<file path="config.mk">
export PLATFORM = sky130hd
export DESIGN_NAME = pcm_volume_pwm_duty_quantizer_unit
export DESIGN_NICKNAME = d
export VERILOG_FILES = /design/src/hdl/pvq_pkg.sv /design/src/hdl/pcm_volume_pwm_duty_quantizer_unit.sv /design/src/hdl/pvq_front.sv /design/src/hdl/pvq_fifo.sv /design/src/hdl/pvq_back.sv
export SDC_FILE = /design/constraint.sdc
export NUM_CORES = 2
export LEC_CHECK = 0
export ABC_AREA = 1
export ABC_CLOCK_PERIOD_IN_PS = 7000
export BUFFER_PORTS_ARGS = -buffer_cell sky130_fd_sc_hd__buf_2
export CORE_AREA = 2 2 178 354
export CTS_BUF_LIST = sky130_fd_sc_hd__clkbuf_8 sky130_fd_sc_hd__clkbuf_16
export CTS_CLUSTER_DIAMETER = 100
export CTS_CLUSTER_SIZE = 12
export DETAILED_ROUTE_END_ITERATION = 10
export DIE_AREA = 0 0 180 356
export GPL_ROUTABILITY_DRIVEN = 0
export PLACE_DENSITY_LB_ADDON = 0.1
export SETUP_SLACK_MARGIN = 0.05
export SLEW_MARGIN = 40
export SYNTH_ARGS = -nofsm -noshare
export SYNTH_HDL_FRONTEND = slang
export SYNTH_SLANG_ARGS = --single-unit
</file>
<file path="constraint.sdc">
create_clock -name clock -period 7 [get_ports clock]
set_input_delay 0.7 -clock clock [delete_from_list [all_inputs] [get_ports clock]]
set_output_delay 0.7 -clock clock [all_outputs]
set_load 0.02 [all_outputs]
</file>
<file path="src/hdl/pvq_pkg.sv">
// Shared types and constants for the PCM volume / PWM duty quantiser.
// No dependencies.
`timescale 1ns / 1ps
`default_nettype none

package pvq_pkg;

   localparam int SAMPLE_W   = 16;
   localparam int LEVEL_W    = 16;
   localparam int DUTY_W     = 16;
   localparam int VOL_W      = 7;
   localparam int PERIOD_W   = 16;
   localparam int RESID_W    = 16;
   localparam int CSR_IDX_W  = 2;
   localparam int CSR_DATA_W = 16;

   // register indexes
   localparam logic [CSR_IDX_W-1:0] CSR_VOLUME = 2'd0;
   localparam logic [CSR_IDX_W-1:0] CSR_PERIOD = 2'd1;

   localparam logic [VOL_W-1:0]    VOLUME_RESET = 7'd80;
   localparam logic [PERIOD_W-1:0] PERIOD_RESET = 16'd128;
   localparam logic [VOL_W-1:0]    VOL_MIN      = 7'd1;
   localparam logic [VOL_W-1:0]    VOL_MAX      = 7'd100;

   // sample * volume, and its magnitude (at most 32768 * 100)
   localparam int PROD_W = 24;
   localparam int MAG_W  = 22;

   // floor(x / 100) == (x * RECIP) >> RECIP_SHIFT for all x < 2^22
   localparam int                 RECIP_W     = 23;
   localparam logic [RECIP_W-1:0] RECIP       = 23'd5368710;
   localparam int                 RECIP_SHIFT = 29;

   localparam logic [LEVEL_W:0] LEVEL_OFFSET = 17'd32768;

   // quantiser modulus 2^16 - 1 and twice it
   localparam int              TOTAL_W    = 32;
   localparam logic [RESID_W:0] QUANT_DIV  = 17'd65535;
   localparam logic [RESID_W:0] QUANT_DIV2 = 17'd131070;

   typedef struct packed {
      logic               stream_end;
      logic [LEVEL_W-1:0] level;
   } pvq_item_type;

   typedef struct packed {
      logic full;
      logic empty;
   } pvq_fifo_stat_type;

endpackage

`default_nettype wire

</file>
<file path="src/hdl/pcm_volume_pwm_duty_quantizer_unit.sv">
// PCM sample to PWM compare value converter: volume, offset, error feedback.
// Top level; depends on pvq_pkg, pvq_front, pvq_fifo and pvq_back.
// Each transaction on req_ carries one signed PCM sample (or an end-of-stream
// marker) and yields exactly one rsp_ transaction with the PWM compare value.
// The sample is scaled by volume_percent (clamped to 1..100, truncated toward
// zero), offset by 32768 to an unsigned level, then mapped onto pwm_period
// with error feedback: the remainder of level*period/65535 is carried into
// the next sample. End of stream gives duty 0 and clears the remainder; a
// period of 0 gives duty 0 and keeps the remainder. The back end works on one
// transaction at a time in four states: take from the queue, multiply, add the
// remainder and reduce; it pops the next only once the result is registered.
// The front end takes a transaction every cycle until the queue is full and
// its second stage holds one, so bursts are absorbed. Registers are written
// through csr_ (index 0 volume, index 1 period; other indexes ignored); the
// user must write them only while no transaction is in flight (not enforced).
`timescale 1ns / 1ps
`default_nettype none

module pcm_volume_pwm_duty_quantizer_unit #(
   parameter int QUEUE_DEPTH = 2
) (
   input  wire logic                                clock,
   input  wire logic                                reset,
   // sample transactions
   input  wire logic                                req_valid,
   output logic                                     req_stall,
   input  wire logic signed [pvq_pkg::SAMPLE_W-1:0] req_pcm_sample,
   input  wire logic                                req_stream_end,
   // result transactions
   output logic                                     rsp_valid,
   input  wire logic                                rsp_stall,
   output logic [pvq_pkg::DUTY_W-1:0]               rsp_compare,
   // register writes
   input  wire logic                                csr_valid,
   output logic                                     csr_ready,
   input  wire logic [pvq_pkg::CSR_IDX_W-1:0]       csr_index,
   input  wire logic [pvq_pkg::CSR_DATA_W-1:0]      csr_wdata
);
   import pvq_pkg::*;

   logic [VOL_W-1:0]     volume_ff, volume_in;
   logic [PERIOD_W-1:0]  period_ff, period_in;

   logic                 push;
   logic                 pop;
   pvq_item_type         push_item;
   pvq_item_type         pop_item;
   pvq_fifo_stat_type    fifo_stat;

   // always ready: a write takes effect in the next cycle
   assign csr_ready = 1'b1;

   always_comb begin
      volume_in = volume_ff;
      period_in = period_ff;
      if (csr_valid) begin
         unique case (csr_index)
            CSR_VOLUME: volume_in = csr_wdata[VOL_W-1:0];
            CSR_PERIOD: period_in = csr_wdata[PERIOD_W-1:0];
            default: begin
               // unmapped index, dropped
            end
         endcase
      end
   end

   always_ff @(posedge clock) begin
      if (reset) begin
         volume_ff <= VOLUME_RESET;
         period_ff <= PERIOD_RESET;
      end else begin
         volume_ff <= volume_in;
         period_ff <= period_in;
      end
   end

   // scaling and offset
   pvq_front u_front (
      .clock          (clock),
      .reset          (reset),
      .req_valid      (req_valid),
      .req_stall      (req_stall),
      .req_pcm_sample (req_pcm_sample),
      .req_stream_end (req_stream_end),
      .volume_percent (volume_ff),
      .fifo_stat      (fifo_stat),
      .push           (push),
      .push_item      (push_item)
   );

   // decouples the two halves
   pvq_fifo #(
      .DEPTH (QUEUE_DEPTH)
   ) u_fifo (
      .clock     (clock),
      .reset     (reset),
      .push      (push),
      .push_item (push_item),
      .pop       (pop),
      .pop_item  (pop_item),
      .stat      (fifo_stat)
   );

   // error-feedback quantiser and result register
   pvq_back u_back (
      .clock          (clock),
      .reset          (reset),
      .pwm_period     (period_ff),
      .fifo_stat      (fifo_stat),
      .pop_item       (pop_item),
      .pop            (pop),
      .rsp_valid      (rsp_valid),
      .rsp_stall      (rsp_stall),
      .rsp_compare    (rsp_compare)
   );

endmodule

`default_nettype wire

</file>
<file path="src/hdl/pvq_front.sv">
// Front end: accepts samples, applies volume and level offset.
// Depends on pvq_pkg; feeds pvq_fifo.
`timescale 1ns / 1ps
`default_nettype none

module pvq_front (
   input  wire logic                            clock,
   input  wire logic                            reset,
   input  wire logic                            req_valid,
   output logic                                 req_stall,
   input  wire logic signed [pvq_pkg::SAMPLE_W-1:0] req_pcm_sample,
   input  wire logic                            req_stream_end,
   input  wire logic [pvq_pkg::VOL_W-1:0]       volume_percent,
   input  wire pvq_pkg::pvq_fifo_stat_type      fifo_stat,
   output logic                                 push,
   output pvq_pkg::pvq_item_type                push_item
);
   import pvq_pkg::*;

   logic                        advance;
   logic [VOL_W-1:0]            vol_eff;
   logic [PROD_W-1:0]           abs_full;
   logic [MAG_W-1:0]            mag;
   logic [MAG_W+RECIP_W-1:0]    recip_prod;
   logic [LEVEL_W:0]            level_wide;

   logic                        s1_valid_ff, s1_valid_in;
   logic                        s1_end_ff, s1_end_in;
   logic signed [PROD_W-1:0]    s1_prod_ff, s1_prod_in;
   logic                        s2_valid_ff, s2_valid_in;
   logic                        s2_end_ff, s2_end_in;
   logic                        s2_neg_ff, s2_neg_in;
   logic [LEVEL_W-1:0]          s2_quot_ff, s2_quot_in;

   assign advance   = !s2_valid_ff || !fifo_stat.full;
   assign req_stall = reset || !advance;
   assign push      = s2_valid_ff && !fifo_stat.full;

   // clamp volume to 1..100
   always_comb begin
      if (volume_percent < VOL_MIN) begin
         vol_eff = VOL_MIN;
      end else if (volume_percent > VOL_MAX) begin
         vol_eff = VOL_MAX;
      end else begin
         vol_eff = volume_percent;
      end
   end

   assign abs_full   = s1_prod_ff[PROD_W-1] ? (~s1_prod_ff + PROD_W'(1)) : s1_prod_ff;
   assign mag        = abs_full[MAG_W-1:0];
   assign recip_prod = (MAG_W+RECIP_W)'(mag) * (MAG_W+RECIP_W)'(RECIP);

   // truncation toward zero: divide the magnitude, restore the sign
   assign level_wide = s2_neg_ff ? (LEVEL_OFFSET - {1'b0, s2_quot_ff})
                                 : (LEVEL_OFFSET + {1'b0, s2_quot_ff});
   assign push_item.stream_end = s2_end_ff;
   assign push_item.level      = level_wide[LEVEL_W-1:0];

   always_comb begin
      s1_valid_in = s1_valid_ff;
      s1_end_in   = s1_end_ff;
      s1_prod_in  = s1_prod_ff;
      s2_valid_in = s2_valid_ff;
      s2_end_in   = s2_end_ff;
      s2_neg_in   = s2_neg_ff;
      s2_quot_in  = s2_quot_ff;
      if (advance) begin
         s1_valid_in = req_valid;
         s1_end_in   = req_stream_end;
         // both operands widened (signed) before the multiply
         s1_prod_in  = PROD_W'(req_pcm_sample) * PROD_W'($signed({1'b0, vol_eff}));
         s2_valid_in = s1_valid_ff;
         s2_end_in   = s1_end_ff;
         s2_neg_in   = s1_prod_ff[PROD_W-1];
         s2_quot_in  = recip_prod[RECIP_SHIFT +: LEVEL_W];
      end
   end

   always_ff @(posedge clock) begin
      if (reset) begin
         s1_valid_ff <= 1'b0;
         s2_valid_ff <= 1'b0;
      end else begin
         s1_valid_ff <= s1_valid_in;
         s2_valid_ff <= s2_valid_in;
      end
      s1_end_ff  <= s1_end_in;
      s1_prod_ff <= s1_prod_in;
      s2_end_ff  <= s2_end_in;
      s2_neg_ff  <= s2_neg_in;
      s2_quot_ff <= s2_quot_in;
   end

endmodule

`default_nettype wire

</file>
<file path="src/hdl/pvq_fifo.sv">
// Short queue between the front end and the back end.
// Depends on pvq_pkg.
`timescale 1ns / 1ps
`default_nettype none

module pvq_fifo #(
   parameter int DEPTH = 2
) (
   input  wire logic                        clock,
   input  wire logic                        reset,
   input  wire logic                        push,
   input  wire pvq_pkg::pvq_item_type       push_item,
   input  wire logic                        pop,
   output pvq_pkg::pvq_item_type            pop_item,
   output pvq_pkg::pvq_fifo_stat_type       stat
);
   import pvq_pkg::*;

   localparam int PTR_W = $clog2(DEPTH);
   localparam int CNT_W = $clog2(DEPTH + 1);

   pvq_item_type      entry_ff [DEPTH];
   logic [PTR_W-1:0]  wr_ptr_ff, wr_ptr_in;
   logic [PTR_W-1:0]  rd_ptr_ff, rd_ptr_in;
   logic [CNT_W-1:0]  count_ff, count_in;

   assign stat.full  = (count_ff == CNT_W'(DEPTH));
   assign stat.empty = (count_ff == '0);
   assign pop_item   = entry_ff[rd_ptr_ff];

   always_comb begin
      wr_ptr_in = wr_ptr_ff;
      rd_ptr_in = rd_ptr_ff;
      count_in  = count_ff;
      if (push) begin
         wr_ptr_in = (wr_ptr_ff == PTR_W'(DEPTH - 1)) ? '0 : wr_ptr_ff + PTR_W'(1);
      end
      if (pop) begin
         rd_ptr_in = (rd_ptr_ff == PTR_W'(DEPTH - 1)) ? '0 : rd_ptr_ff + PTR_W'(1);
      end
      if (push && !pop) begin
         count_in = count_ff + CNT_W'(1);
      end else if (pop && !push) begin
         count_in = count_ff - CNT_W'(1);
      end
   end

   always_ff @(posedge clock) begin
      if (reset) begin
         wr_ptr_ff <= '0;
         rd_ptr_ff <= '0;
         count_ff  <= '0;
      end else begin
         wr_ptr_ff <= wr_ptr_in;
         rd_ptr_ff <= rd_ptr_in;
         count_ff  <= count_in;
      end
      if (push) begin
         entry_ff[wr_ptr_ff] <= push_item;
      end
   end

endmodule

`default_nettype wire

</file>
<file path="src/hdl/pvq_back.sv">
// Back end: error-feedback quantiser onto the PWM period, result register.
// Depends on pvq_pkg; drained from pvq_fifo.
`timescale 1ns / 1ps
`default_nettype none

module pvq_back (
   input  wire logic                         clock,
   input  wire logic                         reset,
   input  wire logic [pvq_pkg::PERIOD_W-1:0] pwm_period,
   input  wire pvq_pkg::pvq_fifo_stat_type   fifo_stat,
   input  wire pvq_pkg::pvq_item_type        pop_item,
   output logic                              pop,
   output logic                              rsp_valid,
   input  wire logic                         rsp_stall,
   output logic [pvq_pkg::DUTY_W-1:0]        rsp_compare
);
   import pvq_pkg::*;

   typedef enum logic [3:0] {
      ST_IDLE = 4'b0001,
      ST_MUL  = 4'b0010,
      ST_SUM  = 4'b0100,
      ST_DIV  = 4'b1000
   } back_state_type;

   back_state_type      state_ff, state_in;
   pvq_item_type        item_ff, item_in;
   logic [TOTAL_W-1:0]  prod_ff, prod_in;
   logic [TOTAL_W-1:0]  total_ff, total_in;
   logic [RESID_W-1:0]  resid_ff, resid_in;
   logic                rsp_valid_ff, rsp_valid_in;
   logic [DUTY_W-1:0]   duty_ff, duty_in;

   logic [RESID_W-1:0]  hi;
   logic [RESID_W:0]    fold;
   logic [DUTY_W-1:0]   duty_calc;
   logic [RESID_W-1:0]  rem_calc;
   logic [RESID_W:0]    rem_wide;
   logic                out_free;

   assign rsp_valid      = rsp_valid_ff;
   assign rsp_compare    = duty_ff;
   assign out_free       = !rsp_valid_ff || !rsp_stall;
   assign pop            = (state_ff == ST_IDLE) && !fifo_stat.empty;

   // total mod (2^16-1): 2^16 is 1 modulo the divisor, so fold the halves
   assign hi   = total_ff[TOTAL_W-1 -: RESID_W];
   assign fold = {1'b0, total_ff[RESID_W-1:0]} + {1'b0, hi};

   always_comb begin
      rem_wide  = fold;
      duty_calc = hi;
      priority if (fold >= QUANT_DIV2) begin
         rem_wide  = fold - QUANT_DIV2;
         duty_calc = hi + DUTY_W'(2);
      end else if (fold >= QUANT_DIV) begin
         rem_wide  = fold - QUANT_DIV;
         duty_calc = hi + DUTY_W'(1);
      end
      rem_calc = rem_wide[RESID_W-1:0];
      if (item_ff.stream_end) begin
         duty_calc = '0;
         rem_calc  = '0;
      end
   end

   always_comb begin
      state_in     = state_ff;
      item_in      = item_ff;
      prod_in      = prod_ff;
      total_in     = total_ff;
      resid_in     = resid_ff;
      duty_in      = duty_ff;
      rsp_valid_in = rsp_valid_ff && rsp_stall;
      unique case (state_ff)
         ST_IDLE: begin
            if (!fifo_stat.empty) begin
               item_in  = pop_item;
               state_in = ST_MUL;
            end
         end
         ST_MUL: begin
            prod_in  = TOTAL_W'(item_ff.level) * TOTAL_W'(pwm_period);
            state_in = ST_SUM;
         end
         ST_SUM: begin
            total_in = prod_ff + TOTAL_W'(resid_ff);
            state_in = ST_DIV;
         end
         ST_DIV: begin
            if (out_free) begin
               duty_in      = duty_calc;
               resid_in     = rem_calc;
               rsp_valid_in = 1'b1;
               state_in     = ST_IDLE;
            end
         end
         default: begin
            state_in = ST_IDLE;
         end
      endcase
   end

   always_ff @(posedge clock) begin
      if (reset) begin
         state_ff     <= ST_IDLE;
         resid_ff     <= '0;
         rsp_valid_ff <= 1'b0;
      end else begin
         state_ff     <= state_in;
         resid_ff     <= resid_in;
         rsp_valid_ff <= rsp_valid_in;
      end
      item_ff  <= item_in;
      prod_ff  <= prod_in;
      total_ff <= total_in;
      duty_ff  <= duty_in;
   end

endmodule

`default_nettype wire

</file>
# ---- Word level (Yosys, flattened, before mapping)
# Memories as Yosys holds them, arrays and structs flattened. A register that Yosys moved wholly into a read port is not among the register bits.
# Index checks and enable logic that the tools add are counted.
dict set report word_totals {
  inputBits 40
  wordCells 93
  out_inout_bits 19
  mem_bits_rw 34
  memories 1
  reg_bits 173
}
dict set report op_classes {
  bitwise 2
  order_cmp 4
  eq_ne 8
  muxes 20
  reduce_logical 24
  add_sub_neg 13
  n_mul 3
}
# memory words width read_ports rd_ports_with_merged_regs wr line
set memory_table {}
lappend memory_table {u_fifo.entry_ff 2 17 1 1 1 pvq_fifo.sv:22} ;# pvq_item_type entry_ff [DEPTH];
# op n
set op_table {}
lappend op_table {{16-bit 2-to-1 mux} 6}
lappend op_table {{22-bit by 22-bit multiplier with 44-bit output, second input constant} 1}
lappend op_table {{32-bit by 16-bit adder with 32-bit output} 1}
lappend op_table {{16-bit by 16-bit multiplier with 32-bit output} 1}
lappend op_table {{16-bit subtractor, second input constant} 2}
lappend op_table {{16-bit by 8-bit multiplier with 24-bit output} 1}
lappend op_table {{22-bit by 2-bit adder with 22-bit output, second input constant} 1}
lappend op_table {{22-bit 2-to-1 mux} 1}
lappend op_table {{22-bit inverter} 1}
lappend op_table {{16-bit by 16-bit adder with 17-bit output} 1}
lappend op_table {{17-bit by 16-bit greater-or-equal comparator with 1-bit output, second input constant} 1}
lappend op_table {{17-bit greater-or-equal comparator, second input constant} 1}
lappend op_table {{16-bit by 1-bit adder with 16-bit output, second input constant} 1}
lappend op_table {{16-bit adder, first input constant} 1}
lappend op_table {{16-bit by 2-bit adder with 16-bit output, second input constant} 1}
lappend op_table {{4-bit one-hot mux with 4 select lines} 1}
lappend op_table {{16-bit subtractor, first input constant} 1}
lappend op_table {{7-bit 2-to-1 mux} 2}
lappend op_table {{2-bit AND reduction} 5}
lappend op_table {{1-bit zero test} 8}
lappend op_table {{4-bit 2-to-1 mux} 2}
lappend op_table {{7-bit greater-than comparator, second input constant} 1}
lappend op_table {{7-bit by 1-bit < comparator with 1-bit output, second input constant} 1}
lappend op_table {{1-bit 2-to-1 mux} 6}
lappend op_table {{17 further kinds} 26}

# ---- Logic depth before layout (Yosys ltp)
dict set report depth {
  depth_word 7
  ltp_mapped 41
  depth_no_buf 41
}

# ---- Modules after synthesis
# Synthesis repeated with hierarchy kept, for this count alone.
dict set report hier_totals {
  cells_unflattened 4530
  area_unflattened_um2 35479.0
}
# mod area_each_um2 seq_area_each_um2 n_inst cells_per_inst
set modules_own_cells {}
lappend modules_own_cells {pvq_front 17043.8 1301.2 1 2280}
lappend modules_own_cells {pvq_back 15951.5 3333.2 1 2018}
lappend modules_own_cells {pvq_fifo 1507.7 1121.1 1 86}
lappend modules_own_cells {pcm_volume_pwm_duty_quantizer_unit 975.9 460.4 1 146}

# ---- Worst setup path before layout
# OpenSTA, ideal clock, no wires.
dict set report synth_timing {
  kind {register to register}
  startpoint {register u_front.s1_prod_ff[0]}
  endpoint {register u_front.s2_quot_ff[15], data pin}
  arrival_ps 7196
  path_stages_with_launch 39
  setup_ps 261
  t_required_ps 6739
  path_buffers 0
  synth_period_minus_slack_ps 7457
  path_slack_ps -457
  path_cell_list {edfxtp_1 > inv_1 > ha_1 > inv_1 > nor3_1 > inv_1 > nor3_1 > nand2_1 > inv_1 > nand2_1 > o31ai_1 > o21ai_0 > inv_1 > nand3_1 > xor2_1 > inv_1 > ha_1 > fa_1 > [... 3 more ...] > fa_1 > fa_1 > inv_1 > fa_1 > inv_1 > ha_1 > ha_1 > nand2_1 > inv_1 > a21oi_1 > o21ai_0 > a221oi_1 > nand3_1 > nand2_1 > nand2_1 > nand2_1 > nand2_1 > xor2_1}
}
dict set report synth_via {
  elab_chain_cells 4
}
# item line
set synth_rtl {}
lappend synth_rtl {{start: declaration} pvq_front.sv:29} ;# logic signed [PROD_W-1:0] s1_prod_ff, s1_prod_in;
lappend synth_rtl {{start signal: assignment} pvq_front.sv:89} ;# s1_prod_ff <= s1_prod_in;
lappend synth_rtl {{22-bit inverter} pvq_front.sv:50} ;# assign abs_full = s1_prod_ff[PROD_W-1] ? (~s1_prod_ff + PROD_W'(1)) : s1_prod_ff;
lappend synth_rtl {{22-bit by 2-bit adder with 22-bit output} pvq_front.sv:50}
lappend synth_rtl {{22-bit 2-to-1 mux (*)} pvq_front.sv:50}
lappend synth_rtl {{22-bit by 22-bit multiplier with 44-bit output (*)} pvq_front.sv:52} ;# assign recip_prod = (MAG_W+RECIP_W)'(mag) * (MAG_W+RECIP_W)'(RECIP);
lappend synth_rtl {{net u_front.recip_prod[44]} pvq_front.sv:24} ;# logic [MAG_W+RECIP_W-1:0] recip_prod;
lappend synth_rtl {{end signal: assignment} pvq_front.sv:92} ;# s2_quot_ff <= s2_quot_in;
lappend synth_rtl {{end: declaration} pvq_front.sv:33} ;# logic [LEVEL_W-1:0] s2_quot_ff, s2_quot_in;
# Mark *: on every way through the listed nets, which the timed path passes. The rest lies on a longest branch.
# A chain may end at the register's enable or synchronous reset.

# ---- Worst setup path after layout
dict set report layout_timing {
  startpoint {register u_front.s1_prod_ff[0]}
  endpoint {register u_front.s2_quot_ff[12], data pin}
}
# The elaborated chain is that of the path after synthesis.

==> impl_results.md <==
* Status: finished with violations
* Failing checks: negative setup slack
* Antenna violations before repair at 0
* Fin cells at 4995
* Arr. time, crit path at 7.39 ns
* Vias per cell at 5.10
* Nets@finish at 5109
* Initial Utilization at 0.542
* Clock Latency Late Sink at 0.60 ns
* Wire length per cell at 15.9 um
* DIE HEIGHT at 356 um
* Vias in the first global route at 26600
* Root buffer cell: clkbuf_16
* Starting DRT DRC Count at 1300
* Setup ws final at -0.0876 ns
* EDFF count, synth at 173
* Via count at 25500
* Share of the synthesized area in the top cell type at 0.274
* Reg2reg end: u_front.s2_quot_ff[12]$_DFFE_PN_
* Io pins at 59
* Cts hold-fix bufs at 0
* Largest area contributor in the netlist: fa_1
* Hold Path End: period_ff[7]$_SDFFE_PP1P_
* Die width at 180 um
* FF+latch count, synth at 223
* Worst-path clk slew at 0.06 ns
* Syn Inst Count at 3991
* Ant. Diodes at 0
* Final hold slack at 0.332 ns
* H-tree levels at 1
* Final Cycle Share at 1.01
* Clock skew at 0.0488 ns
* Final-layout fill cell count at 5403
* Synthesized Nets at 4909
* Cells taking the most area after synthesis: fa_1 27%, ha_1 16%, edfxtp_1 16%, inv_1 11%, nand2_1 9.0%
* Die ar. at 64100 um2
* Final Util at 0.614
* Crit Path Class: flop to flop
* CP endpoint kind: flop
* Max FO, Critical Path at 6
* Yosys warnings at 0
* RSZ-0062 raised after global routing: yes
* Largest net degree at the start of global routing at 47
* Hold Path Depth at 3
* Startpoint Class: flop
* Drt drc at 0
* Crit path largest cell delay at 0.53 ns
* Fin crit period at 7.09 ns
* Largest buffer count on any clock path at 3
* Mean Syn Cell Area at 8.36 um2
* Mapped cell area at 33400 um2
* Relative slew slack at 0.460
* Tightest Pin Transition at 0.810 ns
* WL final at 79400 um
* HP Start: csr_wdata[7]
* R2r setup slk at -0.09 ns
* CTS tree: built
* MaxCap Viol Count at 0
* Slowest CP cell: fa_1
* Final HPWL DP at 65800 um
* Grt ovf at 0
* Fraction of registers with async set/reset at 0
* First-pass GRT wire length at 132000 um
* CTS sink cnt at 223
* Synth Flop Type: edfxtp_1
* Std cell rows at 129
* Core box area at 61500 um2
* Num CTS Buffers at 24
* Post-synth top cells: 1014 x inv_1, 801 x nand2_1, 456 x fa_1
* 1st-pass router iterations at 5
* Worst R2R Start: u_front.s1_prod_ff[0]$_DFFE_PN_
* Syn-to-layout area delta at 13.1%
* Fmax at 141 MHz
* I/O Buffers at 57
* Gr usage total at 0.255
* Final setup viols at 7
* ANT nets after route at 0
* Dpl cells at 4911
* Sequential fraction of the synthesis area at 0.186
* Top-count cell post-synth: inv_1
* Yosys cell types at 53
* Share of layout cells above drive strength 1 at 0.128
* Final hold vios at 0
* Req. time, crit path at 7.30 ns
* R2R depth at 33
* HP Class: input port to flop
* Max Slew Vio Count at 0
## sequential cells by signal (all words and copies together) (netlist names), 2 cells and up
name	cells
u_front.s1_prod_ff	23
u_fifo.entry_ff	34
u_back.total_ff	32
volume_ff	7
u_back.resid_ff	16
u_back.rsp_compare	16
u_back.item_ff	17
period_ff	16
u_back.prod_ff	32
u_fifo.count_ff	2
u_front.s2_quot_ff	16
u_back.state_ff	4
## worst max-delay path by stage
stage | startpoint | end | slack (ns) | cells past startpoint
detailed placement | u_front.s1_prod_ff[0]$_DFFE_PN_ | u_front.s2_quot_ff[15]$_DFFE_PN_ | -0.30 | 38
global placement | u_front.s1_prod_ff[0]$_DFFE_PN_ | u_front.s2_quot_ff[15]$_DFFE_PN_ | -0.22 | 38
global route | u_front.s1_prod_ff[0]$_DFFE_PN_ | u_front.s2_quot_ff[4]$_DFFE_PN_ | -0.47 | 31
floorplan | u_front.s1_prod_ff[0]$_DFFE_PN_ | u_front.s2_quot_ff[14]$_DFFE_PN_ | 0.05 | 33
finish | u_front.s1_prod_ff[0]$_DFFE_PN_ | u_front.s2_quot_ff[12]$_DFFE_PN_ | -0.09 | 33
CTS | u_front.s1_prod_ff[2]$_DFFE_PN_ | u_front.s2_quot_ff[14]$_DFFE_PN_ | -0.15 | 34
## final cells by class
type | instances | area, um2 | area share
clock inverters | 20 | 108 | 0.00285
repair buffers | 272 | 1970 | 0.0522
well taps | 786 | 983 | 0.0261
inverters | 1024 | 3850 | 0.102
flip-flops and latches | 223 | 6200 | 0.164
clock buffers | 24 | 601 | 0.0159
multi-input cells | 2646 | 24000 | 0.637
## kinds of logic (layout without fill, tap and decap cells)
kind of cell | count (synthesis) | after routing | share of synthesized area
AO/OA/AOI/OAI | 331 | 331 | 0.0539
adder cells (fa/ha/maj) | 878 | 878 | 0.432
AND/OR/NAND/NOR | 1276 | 1276 | 0.159
other | 1 | 1 | 0.000112
XOR/XNOR | 160 | 160 | 0.0422
buffers and inverters | 1122 | 1340 | 0.127
flip-flops | 223 | 223 | 0.186
## metrics by stage
step | cell area (um2) | setup slack, ns | TNS, ns
after floorplan | 33700 | 0.0498 | 0
after global placement | 35900 | -0.225 | -1.38
after detailed placement | 35900 | -0.297 | -2.72
after CTS | 37000 | -0.146 | -0.540
after global routing | 37700 | -0.472 | -5.36
final | 37700 | -0.0876 | -0.348
## per-layer routing
metal / share of wire / vias to the layer above / global-route usage
met2: 0.49 / 566 / 0.449
met4: 0.030 / 0 / 0.0735
met5: 0 / - / 0
met3: 0.045 / 119 / 0.0241
li1: - / 12500 / -
met1: 0.43 / 12300 / 0.333
## layout by cell type, fill, tap and decap left out, types with 42 or more instances in the layout
cell	n
edfxtp_1	173
nand2_1	778
xnor2_1	42
fa_1	449
a21oi_1	141
buf_4	199
ha_1	383
buf_2	57
nor2_1	218
inv_1	1000
o21ai_0	87
nand3_1	109
xor2_1	103
dfxtp_1	50
## critical path: cells and delay by family, from the launching register on
family,cells,cell delay (ns)
compound gates,1,0.13
fa+ha+maj,8,3.22
buf+inv,8,0.63
xor+xnor,2,0.34
simple gates,14,2.09
flops,1,0.43
## repair_timing
action / 4_1_cts / 5_1_grt
setup endpoints to repair: 16 / 16
resized for setup: 62 / 112
gates cloned: 0 / 0
pin swaps: 44 / 98
setup buffers: 19 / 26
Power is not shown: default switching activity piles up to over one toggle a cycle in this logic, so the estimate is an artifact.
